### src/hdl/plcl_pkg.sv
// ============================================================================
// plcl_pkg
// Shared constants, codes and types of the per-lane concurrency limiter.
// ============================================================================
package plcl_pkg;

   localparam int LaneCount    = 8;
   localparam int BacklogDepth = 16;
   localparam int MaxResults   = 16;
   localparam int QueueDepth   = 2;

   localparam int TaskW   = 16;
   localparam int LaneIdW = 3;
   localparam int ThreadW = 7;
   localparam int RunW    = 6;
   localparam int LaneW   = $clog2(LaneCount);
   localparam int SlotW   = $clog2(BacklogDepth);
   localparam int FillW   = $clog2(BacklogDepth + 1);
   localparam int CntW    = $clog2(MaxResults + 1);
   localparam int AddrW   = LaneW + SlotW;
   localparam int QPtrW   = $clog2(QueueDepth);
   localparam int QCntW   = $clog2(QueueDepth + 1);

   localparam logic [ThreadW-1:0] ThreadReset = ThreadW'(8);

   localparam logic CMD_SUBMIT  = 1'b0;
   localparam logic CMD_FINISH  = 1'b1;
   localparam logic KIND_START  = 1'b0;
   localparam logic KIND_REJECT = 1'b1;

   typedef enum logic [1:0] {
      OP_FREE_START,
      OP_LANE_SUBMIT,
      OP_LANE_FINISH
   } op_type;

   typedef enum logic [1:0] {
      ST_IDLE,
      ST_EXEC,
      ST_DRAIN_CHECK,
      ST_DRAIN_EMIT
   } state_type;

   typedef struct packed {
      op_type               op;
      logic [TaskW-1:0]     task_id;
      logic [LaneIdW-1:0]   lane_id;
   } q_item_type;

   typedef struct packed {
      logic       valid;
      q_item_type item;
   } q_head_type;

endpackage

### src/hdl/plcl_if.sv
// ============================================================================
// plcl_if
// Request and response channels of the per-lane concurrency limiter.
// ============================================================================
interface plcl_req_if;
   import plcl_pkg::*;

   logic               valid;
   logic               ready;
   logic               cmd;
   logic [TaskW-1:0]   task_id;
   logic               has_lane;
   logic [LaneIdW-1:0] lane_id;

   modport source (output valid, cmd, task_id, has_lane, lane_id, input ready);
   modport sink   (input valid, cmd, task_id, has_lane, lane_id, output ready);
endinterface

interface plcl_rsp_if;
   import plcl_pkg::*;

   logic               valid;
   logic               ready;
   logic               kind;
   logic [TaskW-1:0]   out_task;
   logic               out_in_lane;
   logic [LaneIdW-1:0] out_lane;
   logic               last;

   modport source (output valid, kind, out_task, out_in_lane, out_lane, last,
                   input ready);
   modport sink   (input valid, kind, out_task, out_in_lane, out_lane, last,
                   output ready);
endinterface

### src/hdl/per_lane_concurrency_limiter.sv
// ============================================================================
// per_lane_concurrency_limiter
// Admits tasks under a per-lane limit of max(1, thread_count/2), with a FIFO
// backlog per lane and a drain of waiting tasks on each finish.
// ============================================================================
// The front end takes one request beat per cycle into a two-entry queue while
// the queue has room; the back end executes one command at a time. A submit
// passes through the queue, the execute state and the response register to
// its response beat; a submit that is backlogged gives no beat. A finish
// reads the lane's backlog memory and then issues the beat for each started
// task, up to sixteen tasks. The backlog memory needs no clearing pass.
module per_lane_concurrency_limiter (
   input  logic                         clock,
   input  logic                         reset,
   plcl_req_if.sink                     req_if,
   plcl_rsp_if.source                   rsp_if,
   input  logic                         csr_wr_en,
   input  logic [plcl_pkg::ThreadW-1:0] csr_wr_data
);
   import plcl_pkg::*;

   q_head_type q_head;
   logic       q_pop;

   plcl_front u_front (
      .clock  (clock),
      .reset  (reset),
      .req_if (req_if),
      .q_head (q_head),
      .q_pop  (q_pop)
   );

   plcl_back u_back (
      .clock       (clock),
      .reset       (reset),
      .q_head      (q_head),
      .q_pop       (q_pop),
      .csr_wr_en   (csr_wr_en),
      .csr_wr_data (csr_wr_data),
      .rsp_if      (rsp_if)
   );

`ifndef ASSERT_OFF
   a_pop_needs_entry: assert property (@(posedge clock) disable iff (reset)
      q_pop |-> q_head.valid)
      else $error("queue popped while empty");

   a_reject_in_lane: assert property (@(posedge clock) disable iff (reset)
      (rsp_if.valid && rsp_if.kind == KIND_REJECT) |-> rsp_if.out_in_lane)
      else $error("reject beat without a lane");

   a_free_lane_zero: assert property (@(posedge clock) disable iff (reset)
      (rsp_if.valid && !rsp_if.out_in_lane) |-> (rsp_if.out_lane == '0))
      else $error("lane field set on a task without a lane");

   a_reset_clears_rsp: assert property (@(posedge clock)
      $past(reset) |-> !rsp_if.valid)
      else $error("response valid after reset");
`endif

endmodule

### src/hdl/plcl_front.sv
// ============================================================================
// plcl_front
// Accepts request beats, classifies them and holds them in a short queue.
// ============================================================================
module plcl_front (
   input  logic                 clock,
   input  logic                 reset,
   plcl_req_if.sink             req_if,
   output plcl_pkg::q_head_type q_head,
   input  logic                 q_pop
);
   import plcl_pkg::*;

   q_item_type             entries_ff [QueueDepth];
   logic [QPtrW-1:0]       wr_ptr_ff, wr_ptr_in;
   logic [QPtrW-1:0]       rd_ptr_ff, rd_ptr_in;
   logic [QCntW-1:0]       count_ff, count_in;
   logic                   accept;
   logic                   push;
   q_item_type             new_item;

   assign req_if.ready = (count_ff != QCntW'(QueueDepth));
   assign accept       = req_if.valid && req_if.ready;
   assign push         = accept && !(req_if.cmd == CMD_FINISH && !req_if.has_lane);

   always_comb begin
      new_item.task_id = req_if.task_id;
      new_item.lane_id = req_if.lane_id;
      if (req_if.cmd == CMD_FINISH) begin
         new_item.op = OP_LANE_FINISH;
      end else if (req_if.has_lane) begin
         new_item.op = OP_LANE_SUBMIT;
      end else begin
         new_item.op = OP_FREE_START;
      end
   end

   always_comb begin
      wr_ptr_in = push  ? QPtrW'(wr_ptr_ff + 1'b1) : wr_ptr_ff;
      rd_ptr_in = q_pop ? QPtrW'(rd_ptr_ff + 1'b1) : rd_ptr_ff;
      count_in  = count_ff;
      if (push && !q_pop) begin
         count_in = QCntW'(count_ff + 1'b1);
      end else if (!push && q_pop) begin
         count_in = QCntW'(count_ff - 1'b1);
      end
   end

   always_ff @(posedge clock) begin
      if (reset) begin
         wr_ptr_ff <= '0;
         rd_ptr_ff <= '0;
         count_ff  <= '0;
      end else begin
         wr_ptr_ff <= wr_ptr_in;
         rd_ptr_ff <= rd_ptr_in;
         count_ff  <= count_in;
      end
   end

   always_ff @(posedge clock) begin
      if (push) begin
         entries_ff[wr_ptr_ff] <= new_item;
      end
   end

   assign q_head.valid = (count_ff != '0);
   assign q_head.item  = entries_ff[rd_ptr_ff];

endmodule

### src/hdl/plcl_back.sv
// ============================================================================
// plcl_back
// Executes queued commands against per-lane counts and backlogs and drives
// the response register.
// ============================================================================
module plcl_back (
   input  logic                        clock,
   input  logic                        reset,
   input  plcl_pkg::q_head_type        q_head,
   output logic                        q_pop,
   input  logic                        csr_wr_en,
   input  logic [plcl_pkg::ThreadW-1:0] csr_wr_data,
   plcl_rsp_if.source                  rsp_if
);
   import plcl_pkg::*;

   state_type            state_ff, state_in;
   q_item_type           cur_ff, cur_in;
   logic [ThreadW-1:0]   thread_ff;
   logic [RunW-1:0]      running_ff [LaneCount];
   logic [RunW-1:0]      running_in [LaneCount];
   logic [SlotW-1:0]     head_ff [LaneCount];
   logic [SlotW-1:0]     head_in [LaneCount];
   logic [FillW-1:0]     fill_ff [LaneCount];
   logic [FillW-1:0]     fill_in [LaneCount];
   logic [CntW-1:0]      drain_cnt_ff, drain_cnt_in;
   logic [TaskW-1:0]     mem [LaneCount * BacklogDepth];
   logic [TaskW-1:0]     rd_data_ff;
   logic                 mem_we;
   logic                 rd_en;
   logic [AddrW-1:0]     wr_addr;
   logic [AddrW-1:0]     rd_addr;

   logic                 rsp_valid_ff;
   logic                 rsp_kind_ff;
   logic [TaskW-1:0]     rsp_task_ff;
   logic                 rsp_in_lane_ff;
   logic [LaneIdW-1:0]   rsp_lane_ff;
   logic                 rsp_last_ff;

   logic                 emit;
   logic                 emit_kind;
   logic [TaskW-1:0]     emit_task;
   logic                 emit_in_lane;
   logic [LaneIdW-1:0]   emit_lane;
   logic                 emit_last;

   logic [RunW-1:0]      half;
   logic [RunW-1:0]      limit;
   logic [LaneW-1:0]     ln;
   logic                 out_free;

   assign half     = thread_ff[ThreadW-1:1];
   assign limit    = (half == '0) ? RunW'(1) : half;
   assign ln       = cur_ff.lane_id[LaneW-1:0];
   assign out_free = !rsp_valid_ff || rsp_if.ready;
   assign wr_addr  = {ln, SlotW'(head_ff[ln] + fill_ff[ln][SlotW-1:0])};
   assign rd_addr  = {ln, head_ff[ln]};

   always_comb begin
      state_in     = state_ff;
      cur_in       = cur_ff;
      running_in   = running_ff;
      head_in      = head_ff;
      fill_in      = fill_ff;
      drain_cnt_in = drain_cnt_ff;
      q_pop        = 1'b0;
      mem_we       = 1'b0;
      rd_en        = 1'b0;
      emit         = 1'b0;
      emit_kind    = KIND_START;
      emit_task    = cur_ff.task_id;
      emit_in_lane = 1'b1;
      emit_lane    = cur_ff.lane_id;
      emit_last    = 1'b1;

      unique case (state_ff)
         ST_IDLE: begin
            if (q_head.valid) begin
               q_pop    = 1'b1;
               cur_in   = q_head.item;
               state_in = ST_EXEC;
            end
         end
         ST_EXEC: begin
            unique case (cur_ff.op)
               OP_FREE_START: begin
                  if (out_free) begin
                     emit         = 1'b1;
                     emit_in_lane = 1'b0;
                     emit_lane    = '0;
                     state_in     = ST_IDLE;
                  end
               end
               OP_LANE_SUBMIT: begin
                  if (running_ff[ln] < limit) begin
                     if (out_free) begin
                        emit           = 1'b1;
                        running_in[ln] = RunW'(running_ff[ln] + 1'b1);
                        state_in       = ST_IDLE;
                     end
                  end else if (fill_ff[ln] < FillW'(BacklogDepth)) begin
                     mem_we      = 1'b1;
                     fill_in[ln] = FillW'(fill_ff[ln] + 1'b1);
                     state_in    = ST_IDLE;
                  end else if (out_free) begin
                     emit      = 1'b1;
                     emit_kind = KIND_REJECT;
                     state_in  = ST_IDLE;
                  end
               end
               OP_LANE_FINISH: begin
                  if (running_ff[ln] != '0) begin
                     running_in[ln] = RunW'(running_ff[ln] - 1'b1);
                  end
                  drain_cnt_in = '0;
                  state_in     = ST_DRAIN_CHECK;
               end
               default: begin
                  state_in = ST_IDLE;
               end
            endcase
         end
         ST_DRAIN_CHECK: begin
            if (drain_cnt_ff < CntW'(MaxResults) && running_ff[ln] < limit
                && fill_ff[ln] != '0) begin
               rd_en    = 1'b1;
               state_in = ST_DRAIN_EMIT;
            end else begin
               state_in = ST_IDLE;
            end
         end
         ST_DRAIN_EMIT: begin
            if (out_free) begin
               emit      = 1'b1;
               emit_task = rd_data_ff;
               emit_last = (drain_cnt_ff == CntW'(MaxResults - 1))
                           || (running_ff[ln] >= RunW'(limit - 1'b1))
                           || (fill_ff[ln] == FillW'(1));
               head_in[ln]    = SlotW'(head_ff[ln] + 1'b1);
               fill_in[ln]    = FillW'(fill_ff[ln] - 1'b1);
               running_in[ln] = RunW'(running_ff[ln] + 1'b1);
               drain_cnt_in   = CntW'(drain_cnt_ff + 1'b1);
               state_in       = emit_last ? ST_IDLE : ST_DRAIN_CHECK;
            end
         end
      endcase
   end

   always_ff @(posedge clock) begin
      if (reset) begin
         state_ff     <= ST_IDLE;
         thread_ff    <= ThreadReset;
         drain_cnt_ff <= '0;
         rsp_valid_ff <= 1'b0;
         for (int i = 0; i < LaneCount; i++) begin
            running_ff[i] <= '0;
            head_ff[i]    <= '0;
            fill_ff[i]    <= '0;
         end
      end else begin
         state_ff     <= state_in;
         drain_cnt_ff <= drain_cnt_in;
         running_ff   <= running_in;
         head_ff      <= head_in;
         fill_ff      <= fill_in;
         if (csr_wr_en) begin
            thread_ff <= csr_wr_data;
         end
         if (emit) begin
            rsp_valid_ff <= 1'b1;
         end else if (rsp_if.ready) begin
            rsp_valid_ff <= 1'b0;
         end
      end
   end

   always_ff @(posedge clock) begin
      cur_ff <= cur_in;
      if (emit) begin
         rsp_kind_ff    <= emit_kind;
         rsp_task_ff    <= emit_task;
         rsp_in_lane_ff <= emit_in_lane;
         rsp_lane_ff    <= emit_lane;
         rsp_last_ff    <= emit_last;
      end
   end

   always_ff @(posedge clock) begin
      if (mem_we) begin
         mem[wr_addr] <= cur_ff.task_id;
      end
      if (rd_en) begin
         rd_data_ff <= mem[rd_addr];
      end
   end

   assign rsp_if.valid       = rsp_valid_ff;
   assign rsp_if.kind        = rsp_kind_ff;
   assign rsp_if.out_task    = rsp_task_ff;
   assign rsp_if.out_in_lane = rsp_in_lane_ff;
   assign rsp_if.out_lane    = rsp_lane_ff;
   assign rsp_if.last        = rsp_last_ff;

endmodule
### src/flat_wrapper.sv
// flat-port wrapper written by rule: the top's interface ports become plain ports
module per_lane_concurrency_limiter_flat import plcl_pkg::*;
  (clock, reset, csr_wr_en, csr_wr_data, req_if_valid, req_if_cmd, req_if_task_id, req_if_has_lane, req_if_lane_id, req_if_ready, rsp_if_valid, rsp_if_kind, rsp_if_out_task, rsp_if_out_in_lane, rsp_if_out_lane, rsp_if_last, rsp_if_ready);
  plcl_req_if req_if_i ();
  plcl_rsp_if rsp_if_i ();
  input  logic clock;
  input  logic reset;
  input  logic csr_wr_en;
  input  logic [plcl_pkg::ThreadW-1:0] csr_wr_data;
  input wire logic [$bits(req_if_i.valid)-1:0] req_if_valid;
  input wire logic [$bits(req_if_i.cmd)-1:0] req_if_cmd;
  input wire logic [$bits(req_if_i.task_id)-1:0] req_if_task_id;
  input wire logic [$bits(req_if_i.has_lane)-1:0] req_if_has_lane;
  input wire logic [$bits(req_if_i.lane_id)-1:0] req_if_lane_id;
  output wire logic [$bits(req_if_i.ready)-1:0] req_if_ready;
  output wire logic [$bits(rsp_if_i.valid)-1:0] rsp_if_valid;
  output wire logic [$bits(rsp_if_i.kind)-1:0] rsp_if_kind;
  output wire logic [$bits(rsp_if_i.out_task)-1:0] rsp_if_out_task;
  output wire logic [$bits(rsp_if_i.out_in_lane)-1:0] rsp_if_out_in_lane;
  output wire logic [$bits(rsp_if_i.out_lane)-1:0] rsp_if_out_lane;
  output wire logic [$bits(rsp_if_i.last)-1:0] rsp_if_last;
  input wire logic [$bits(rsp_if_i.ready)-1:0] rsp_if_ready;
  assign req_if_i.valid = req_if_valid;
  assign req_if_i.cmd = req_if_cmd;
  assign req_if_i.task_id = req_if_task_id;
  assign req_if_i.has_lane = req_if_has_lane;
  assign req_if_i.lane_id = req_if_lane_id;
  assign req_if_ready = req_if_i.ready;
  assign rsp_if_valid = rsp_if_i.valid;
  assign rsp_if_kind = rsp_if_i.kind;
  assign rsp_if_out_task = rsp_if_i.out_task;
  assign rsp_if_out_in_lane = rsp_if_i.out_in_lane;
  assign rsp_if_out_lane = rsp_if_i.out_lane;
  assign rsp_if_last = rsp_if_i.last;
  assign rsp_if_i.ready = rsp_if_ready;
  per_lane_concurrency_limiter u_core (.clock(clock), .reset(reset), .req_if(req_if_i), .rsp_if(rsp_if_i), .csr_wr_en(csr_wr_en), .csr_wr_data(csr_wr_data));
endmodule
### config.mk
export PLATFORM = sky130hd
export DESIGN_NAME = per_lane_concurrency_limiter_flat
export DESIGN_NICKNAME = d
export VERILOG_FILES = /design/src/hdl/plcl_pkg.sv /design/src/hdl/plcl_if.sv /design/src/hdl/per_lane_concurrency_limiter.sv /design/src/hdl/plcl_front.sv /design/src/hdl/plcl_back.sv /design/src/flat_wrapper.sv
export SDC_FILE = /design/constraint.sdc
export NUM_CORES = 2
export LEC_CHECK = 0
export BUFFER_PORTS_ARGS = -buffer_cell sky130_fd_sc_hd__buf_4
export CAP_MARGIN = 20
export CORE_AREA = 2 2 380 382
export CTS_CLUSTER_SIZE = 30
export DETAILED_ROUTE_END_ITERATION = 12
export DIE_AREA = 0 0 382 384
export PLACE_DENSITY_LB_ADDON = 0.1
export SYNTH_ARGS = -nofsm -noshare
export SYNTH_HDL_FRONTEND = slang
export SYNTH_SLANG_ARGS = --single-unit
### constraint.sdc
create_clock -name clock -period 6.1 [get_ports clock]
set_input_delay 0.305 -clock clock [delete_from_list [all_inputs] [get_ports clock]]
set_output_delay 0.305 -clock clock [all_outputs]
set_load 0.02 [all_outputs]
# Yosys cells after proc, flatten, opt, wreduce, memory -nomap -nowiden
# Memories as Yosys holds them, arrays and structs flattened. A register that Yosys moved wholly into a read port is not among the register bits.
# Cells that the tools add are included.
totals:
  memories: 2
  ff_bits: 161
  ram_bits: 2090
  in_bits: 33
  output_inout_bits: 24
  word_cells: 181
classes:
  eq_ne: 17
  magnitude_cmp: 6
  n_addsub: 12
  n_reduce_logical: 33
  mux: 72
  bitwise_logic: 3
memory_table:
  columns: ["memory", "depth", "width", "rd", "rd_clocked_by_memory_dff", "wr", "line", "rtl"]
  rows:
  - ["u_core.u_back.mem", 128, 16, 1, 1, 1, "plcl_back.sv:27", "logic [TaskW-1:0] mem [LaneCount * BacklogDepth];"]
  - ["u_core.u_front.entries_ff", 2, 21, 1, 1, 1, "plcl_front.sv:14", "q_item_type entries_ff [QueueDepth];"]
op_table:
  columns: ["op", "count"]
  rows:
  - ["$pmux 48 s2", 2]
  - ["$mux 40", 4]
  - ["$mux 48", 3]
  - ["$bwmux 48", 2]
  - ["$bwmux 40", 2]
  - ["$pmux 40 s2", 1]
  - ["$bwmux 32", 1]
  - ["$mux 16", 2]
  - ["$mux 5", 5]
  - ["$mux 6", 4]
  - ["$mux 2", 10]
  - ["$mux 1", 19]
  - ["$bmux 6 s3", 1]
  - ["$demux 6 s3", 1]
  - ["$bmux 5 s3", 1]
  - ["$demux 5 s3", 1]
  - ["$bmux 4 s3", 1]
  - ["$demux 4 s3", 1]
  - ["$mux 4", 3]
  - ["$sub 6x1->6 const B", 2]
  - ["$add 5x1->5 const B", 2]
  - ["$lt 5x5->1 const B", 2]
  - ["$ne 2x2->1 const B", 5]
  - ["$pmux 5 s2", 1]
  - ["37 further kinds", 67]

# Depth between registers and ports, before layout
depth:
  depth_word: 11
  ltp_mapped: 20
  mapped_depth_nobuf: 13

# By module
# From an unflattened synthesis, not the netlist that was laid out.
hier_totals:
  hier_cells: 6478
  area_unflattened_um2: 92507.5
modules_own_cells:
  columns: ["module", "seq_area_each_um2", "area_each_um2", "cells_each", "n_inst"]
  rows:
  - ["plcl_back", 65953.3, 90748.3, 6387, 1]
  - ["plcl_front", 1361.3, 1759.2, 91, 1]

# Least setup slack after synthesis
# OpenSTA, ideal clock, no wires.
synth_timing:
  path_type: "reg-to-reg"
  from: "register u_core.u_back.cur_ff, in the netlist u_core.u_back.ln[1]"
  to: "memory u_core.u_back.mem[112][0], enable pin"
  setup_time_ps: 388
  slack_ps: 1320
  t_arrival_ps: 4391
  synth_period_minus_slack_ps: 4780
  path_stages_with_launch: 17
  path_buffers: 5
  required_time_ps: 5712
  cell_sequence: "edfxtp_1 -> buf_4 -> buf_4 -> nor2_1 -> a22oi_4 -> and3_1 -> inv_2 -> buf_4 -> clkbuf_1 -> clkbuf_1 -> ha_1 -> a21o_1 -> a21oi_1 -> xor2_1 -> xnor2_1 -> nand2_1 -> nor2_1"
synth_via:
  elab_chain_len: 11
  word_cells_on_any_way: 19
  cone_classes: "add/sub (1); order compare (2); mux (15); bitwise (1)"
synth_lines:
  columns: ["element", "line", "rtl"]
  rows:
  - ["start: declaration", "plcl_back.sv:18", "q_item_type cur_ff, cur_in;"]
  - ["start signal: assignment", "plcl_back.sv:179", "cur_ff <= cur_in;"]
  - ["$not 3->4 (not written as such)", "plcl_back.sv:57, plcl_back.sv:96, plcl_back.sv:102", null]
  - ["$bmux 5 s3", "plcl_back.sv:57, plcl_back.sv:102", null]
  - ["$mux 5 (not written as such) (2 in a row)", "plcl_back.sv:102", "end else if (fill_ff[ln] < FillW'(BacklogDepth)) begin"]
  - ["$lt 5x5->1", "plcl_back.sv:102", null]
  - ["$mux 1", "plcl_back.sv:102", null]
  - ["$mux 1", "plcl_back.sv:96", "if (running_ff[ln] < limit) begin"]
  - ["$mux 1", "plcl_back.sv:86", "unique case (cur_ff.op)"]
  - ["$mux 1", "plcl_back.sv:77", "unique case (state_ff)"]
  - ["$mux 1", "plcl_back.sv:190", "if (mem_we) begin"]
  - ["$mux 1 (not written as such)", "plcl_back.sv:191", "mem[wr_addr] <= cur_ff.task_id;"]
  - ["end: declaration", "plcl_back.sv:27", null]
# Several ways; a longest one is shown, not always the timed one. The select of a mux whose other input is x is not followed.

# Final worst setup path
layout_timing:
  from: "register u_core.u_back.cur_ff, in the netlist u_core.u_back.ln[0]"
  to: "register u_core.u_back.rd_data_ff[2], read port of u_core.u_back.mem, data pin"
layout_via:
  elab_chain_len: 9
  word_cells_on_any_way: 16
  cone_classes: "order compare (1); mux (11); bitwise (1); reduce/logical (3)"
layout_lines:
  columns: ["element", "line", "rtl"]
  rows:
  - ["$not 3->4 (not written as such)", "plcl_back.sv:58, plcl_back.sv:125, plcl_back.sv:126", null]
  - ["$bmux 6 s3", "plcl_back.sv:125", "if (drain_cnt_ff < CntW'(MaxResults) && running_ff[ln] < limit"]
  - ["$mux 6 (not written as such) (2 in a row)", "plcl_back.sv:125", null]
  - ["$lt 6x6->1", "plcl_back.sv:125", null]
  - ["$logic_and 1x1->1", "plcl_back.sv:125", null]
  - ["$logic_and 1x1->1", "plcl_back.sv:126", "&& fill_ff[ln] != '0) begin"]
  - ["$mux 1", "plcl_back.sv:125", null]
  - ["$mux 1", "plcl_back.sv:77", null]
  - ["end: declaration", "plcl_back.sv:28", "logic [TaskW-1:0] rd_data_ff;"]
# Several ways; a longest one is shown, not always the timed one. The select of a mux whose other input is x is not followed.
# A chain may end at the register's enable or synchronous reset.

==> key figures <==
Status
  – Outcome: completed

Run
  – Max-Cap Viols: 0

Logic synthesis
  – Asr flop ratio synth: 0
  – Syn Area/Cell: 17.2 um2
  – Synthesized instance count: 5,195
  – Synth cell types: 82
  – Mapped cell area: 89,500 um2
  – Post-synth top flop: edfxtp_1
  – Syn Nets: 5,254
  – Post-synthesis sequential area ratio: 0.752
  – Post-synth EDFFs: 2,149
  – Post-synthesis register bit count: 2,287
  – Synth Warn #: 0

Floorplan
  – IO Count: 57
  – DIE AREA: 147,000 um2
  – Starting density of the core: 0.627
  – Placeable Area: 143,000 um2
  – Row cnt: 139
  – Chip width: 382 um
  – Die height: 384 um

Clocking
  – Clock buffer depth: 3
  – H-tree depth: 4
  – CTS sink count: 2,287
  – Root Driver: clkbuf_16
  – TritonCTS Buffers: 219
  – Hold Buf Count CTS: 43
  – Setup Buffers After CTS: 0
  – Post-cts sizing count: 0
  – Clk Latency, worst-skew pair: 0.87 ns
  – CTS tree: done
  – Clk slew on worst S/H paths: 0.06 ns

Worst hold path
  – Min-delay src: req_if_task_id[13]
  – Min-delay worst type: input port to flop
  – WHS Path Cells: 2
  – Worst Hold Path EP: u_core.u_front.entries_ff[1][16]

Cells and area
  – Final non-filler cell total: 7,627
  – Area grow syn2layout: 13.1%
  – Fraction of layout cells with a size suffix above 1: 0.203
  – Post-layout net count: 5,588
  – Area of the multi-input gates: 20,700 um2
  – Sequential cell area: 67,300 um2
  – Post-route cell area: 101,000 um2
  – Fillcell total: 8,848

Timing
  – Max Freq: 179 MHz
  – Final setup TNS: 0 ns
  – Clock skew: 0.0346 ns
  – Min Clock Period, post-route: 5.58 ns
  – Measured slew at the worst slew-check pin: 1.29 ns
  – Hold Slack: 0.180 ns
  – Unrepaired setup endpoints after global routing: no
  – Hold Fails Final Rpt: 0
  – Max-slew headroom: 0.139
  – Max-slew violations: 0
  – Period utilization: 0.914
  – Final setup fails: 0

Worst setup path
  – CP Capture Type: flop
  – R2r setup slk: 0.52 ns
  – R2R cell count: 11
  – Data required time of the worst path: 6.59 ns
  – Worst R2R End: u_core.u_back.rd_data_ff[2]
  – CP Max Fanout: 59
  – Critical path type: flop to flop
  – Startpoint types: flop
  – Worst R2R Start: u_core.u_back.ln[0]
  – Worst EP arrival: 6.07 ns

Place
  – Gpl congestion: 0.983
  – Inst Count DP: 7,163
  – IO buf count: 55
  – Area after DPL: 93,600 um2
  – Post-DP HPWL: 148 mm

Global route
  – Largest net degree at the start of global routing: 174
  – Grt ovf: 0
  – First-pass GRT wire length: 345 mm
  – Number of global-route vias before repair: 48,500
  – Initial antenna violation count: 13
  – GRT Overall Usage: 0.332

Power
  – Overall Power: 37,900 uW
  – Combinational share of power: 0.135
  – Internal power: 27,600 uW
  – Maximum VDD drop: 0.000583 V
  – Leak pwr: 0.0316 uW
  – Power Dens Cells: 374 nW/um2
  – Switch Pwr: 10,300 uW
  – Clock share of power: 0.353
  – Switch share: 0.271
  – Power share of the sequential group: 0.512

Route
  – Via count: 51,200
  – Vias/cell: 6.71
  – # DRC: 0
  – 1st-pass router iterations: 6
  – WL final: 241 mm
  – Routed WL per cell: 31.7 um
  – Post-DRT Antenna Nets: 0
  – Number of DRC markers in iteration 0: 8,403
-- through the flow --
stage	util	setup slack, ns
detailed placement	0.655	0.761
floorplan	-	1.32
CTS	0.708	0.642
finish	0.709	0.523
global route	0.709	0.355
global placement	0.655	0.779
-- layer usage --
metal	wire length, um	GRT usage	vias up
li1	-	-	21300
met1	91700	0.484	26100
met2	110000	0.490	3301
met3	30700	0.0922	482
met4	9000	0.115	8
met5	49	0	-
-- cells in the mapped netlist (all sizes together), types with 70 or more instances --
cell,n,share of area
edfxtp,2149,0.72
clkbuf,125,0.0052
dfxtp,138,0.031
a22oi,160,0.014
a21oi,105,0.0069
nand3,426,0.024
nor2,252,0.011
a211oi,70,0.0059
mux4,391,0.098
nand4,147,0.010
nand2,650,0.027
buf,166,0.011
-- final cells by class --
cell class                      instances  share of cell area
Tap cell                             1903              0.0235
Antenna cell                            6            0.000148
Sequential cell                      2287               0.665
Clock inverter                        144              0.0139
Timing Repair Buffer                  404              0.0349
Inverter                               48             0.00195
Clock buffer                          266              0.0560
Multi-Input combinational cell       2569               0.205
-- critical path: stages, from the launching register on --
cell,delay (ns)
edfxtp_1,0.87
buf_4,0.38
mux2i_1,0.11
mux4_4,0.78
inv_8,0.27
buf_12,0.29
buf_12,0.34
mux4_2,0.62
nand4_1,0.35
nand4_1,0.29
nor4_1,0.41
nand3_1,0.38
-- power groups by stage --
| stage | Sequential (uW) | Combinational, uW | Clock [uW] |
|---|---|---|---|
| after global routing | 19400 | 5280 | 14100 |
| after CTS | 19400 | 4930 | 13500 |
| after floorplan | 20700 | 1350 | 0 |
| after global placement | 19700 | 4730 | 0 |
| final | 19400 | 5110 | 13400 |
| after detailed placement | 19700 | 4900 | 0 |
-- cell families (layout without fill, tap and decap cells) --
logic type,after synthesis,count (layout),share of synthesized area
fa+ha+maj,26,26,0.00372
flops,2287,2287,0.752
mux,446,446,0.105
simple gates,1604,1604,0.0820
other cells,0,6,0
xor+xnor,24,24,0.00252
buf+inv,339,862,0.0178
compound gates,469,469,0.0368
-- state kept, by name (all words and copies together) (netlist names), 2 cells and up, named ones only --
register / flops
u_core.u_back.cur_ff: 18
u_core.u_back.drain_cnt_ff: 5
u_core.u_back.fill_ff: 32
u_core.u_back.head_ff: 32
u_core.u_back.ln: 3
u_core.u_back.mem: 2048
u_core.u_back.rd_data_ff: 16
u_core.u_back.rsp_if.out_lane: 3
u_core.u_back.rsp_if.out_task: 16
u_core.u_back.running_ff: 48
u_core.u_back.state_ff: 2
u_core.u_back.thread_ff: 6
u_core.u_front.count_ff: 2
u_core.u_front.entries_ff: 42
-- how the worst max path moves through the flow --
stage               slack (ns)                            to           startpoint
floorplan                 1.32     u_core.u_back.mem[112][0]  u_core.u_back.ln[1]
global placement          0.78  u_core.u_back.rd_data_ff[11]  u_core.u_back.ln[0]
detailed placement        0.76  u_core.u_back.rd_data_ff[11]  u_core.u_back.ln[0]
CTS                       0.64  u_core.u_back.rd_data_ff[10]  u_core.u_back.ln[0]
global route              0.36   u_core.u_back.rd_data_ff[2]  u_core.u_back.ln[0]
finish                    0.52   u_core.u_back.rd_data_ff[2]  u_core.u_back.ln[0]
-- cells in the final DEF, fill, tap and decap left out, types with 7 or more instances in the layout --
| cell | n |
|---|---|
| o21ai_0 | 44 |
| buf_4 | 332 |
| o211ai_1 | 13 |
| xnor2_1 | 14 |
| nor4_1 | 17 |
| ha_1 | 25 |
| nand4_1 | 147 |
| bufinv_16 | 21 |
| mux2_2 | 28 |
| a41oi_1 | 16 |
| nor2b_1 | 41 |
| nor3_1 | 7 |
| clkinv_2 | 48 |
| mux2i_1 | 21 |
| inv_1 | 39 |
| nor2_1 | 247 |
| a211oi_1 | 69 |
| a22oi_1 | 159 |
| clkbuf_1 | 46 |
| dlygate4sd3_1 | 43 |
| nand2_1 | 649 |
| nor3_2 | 18 |
| a21oi_1 | 97 |
| clkbuf_16 | 219 |
| edfxtp_1 | 2149 |
| nand3_1 | 421 |
| nand2b_1 | 12 |
| dfxtp_1 | 138 |
| xor2_1 | 8 |
| o22ai_1 | 9 |
| buf_12 | 24 |
| o21ai_1 | 17 |
| clkinv_1 | 55 |
| mux4_2 | 390 |
| a21oi_4 | 8 |
(Power assumes the default switching activity.)
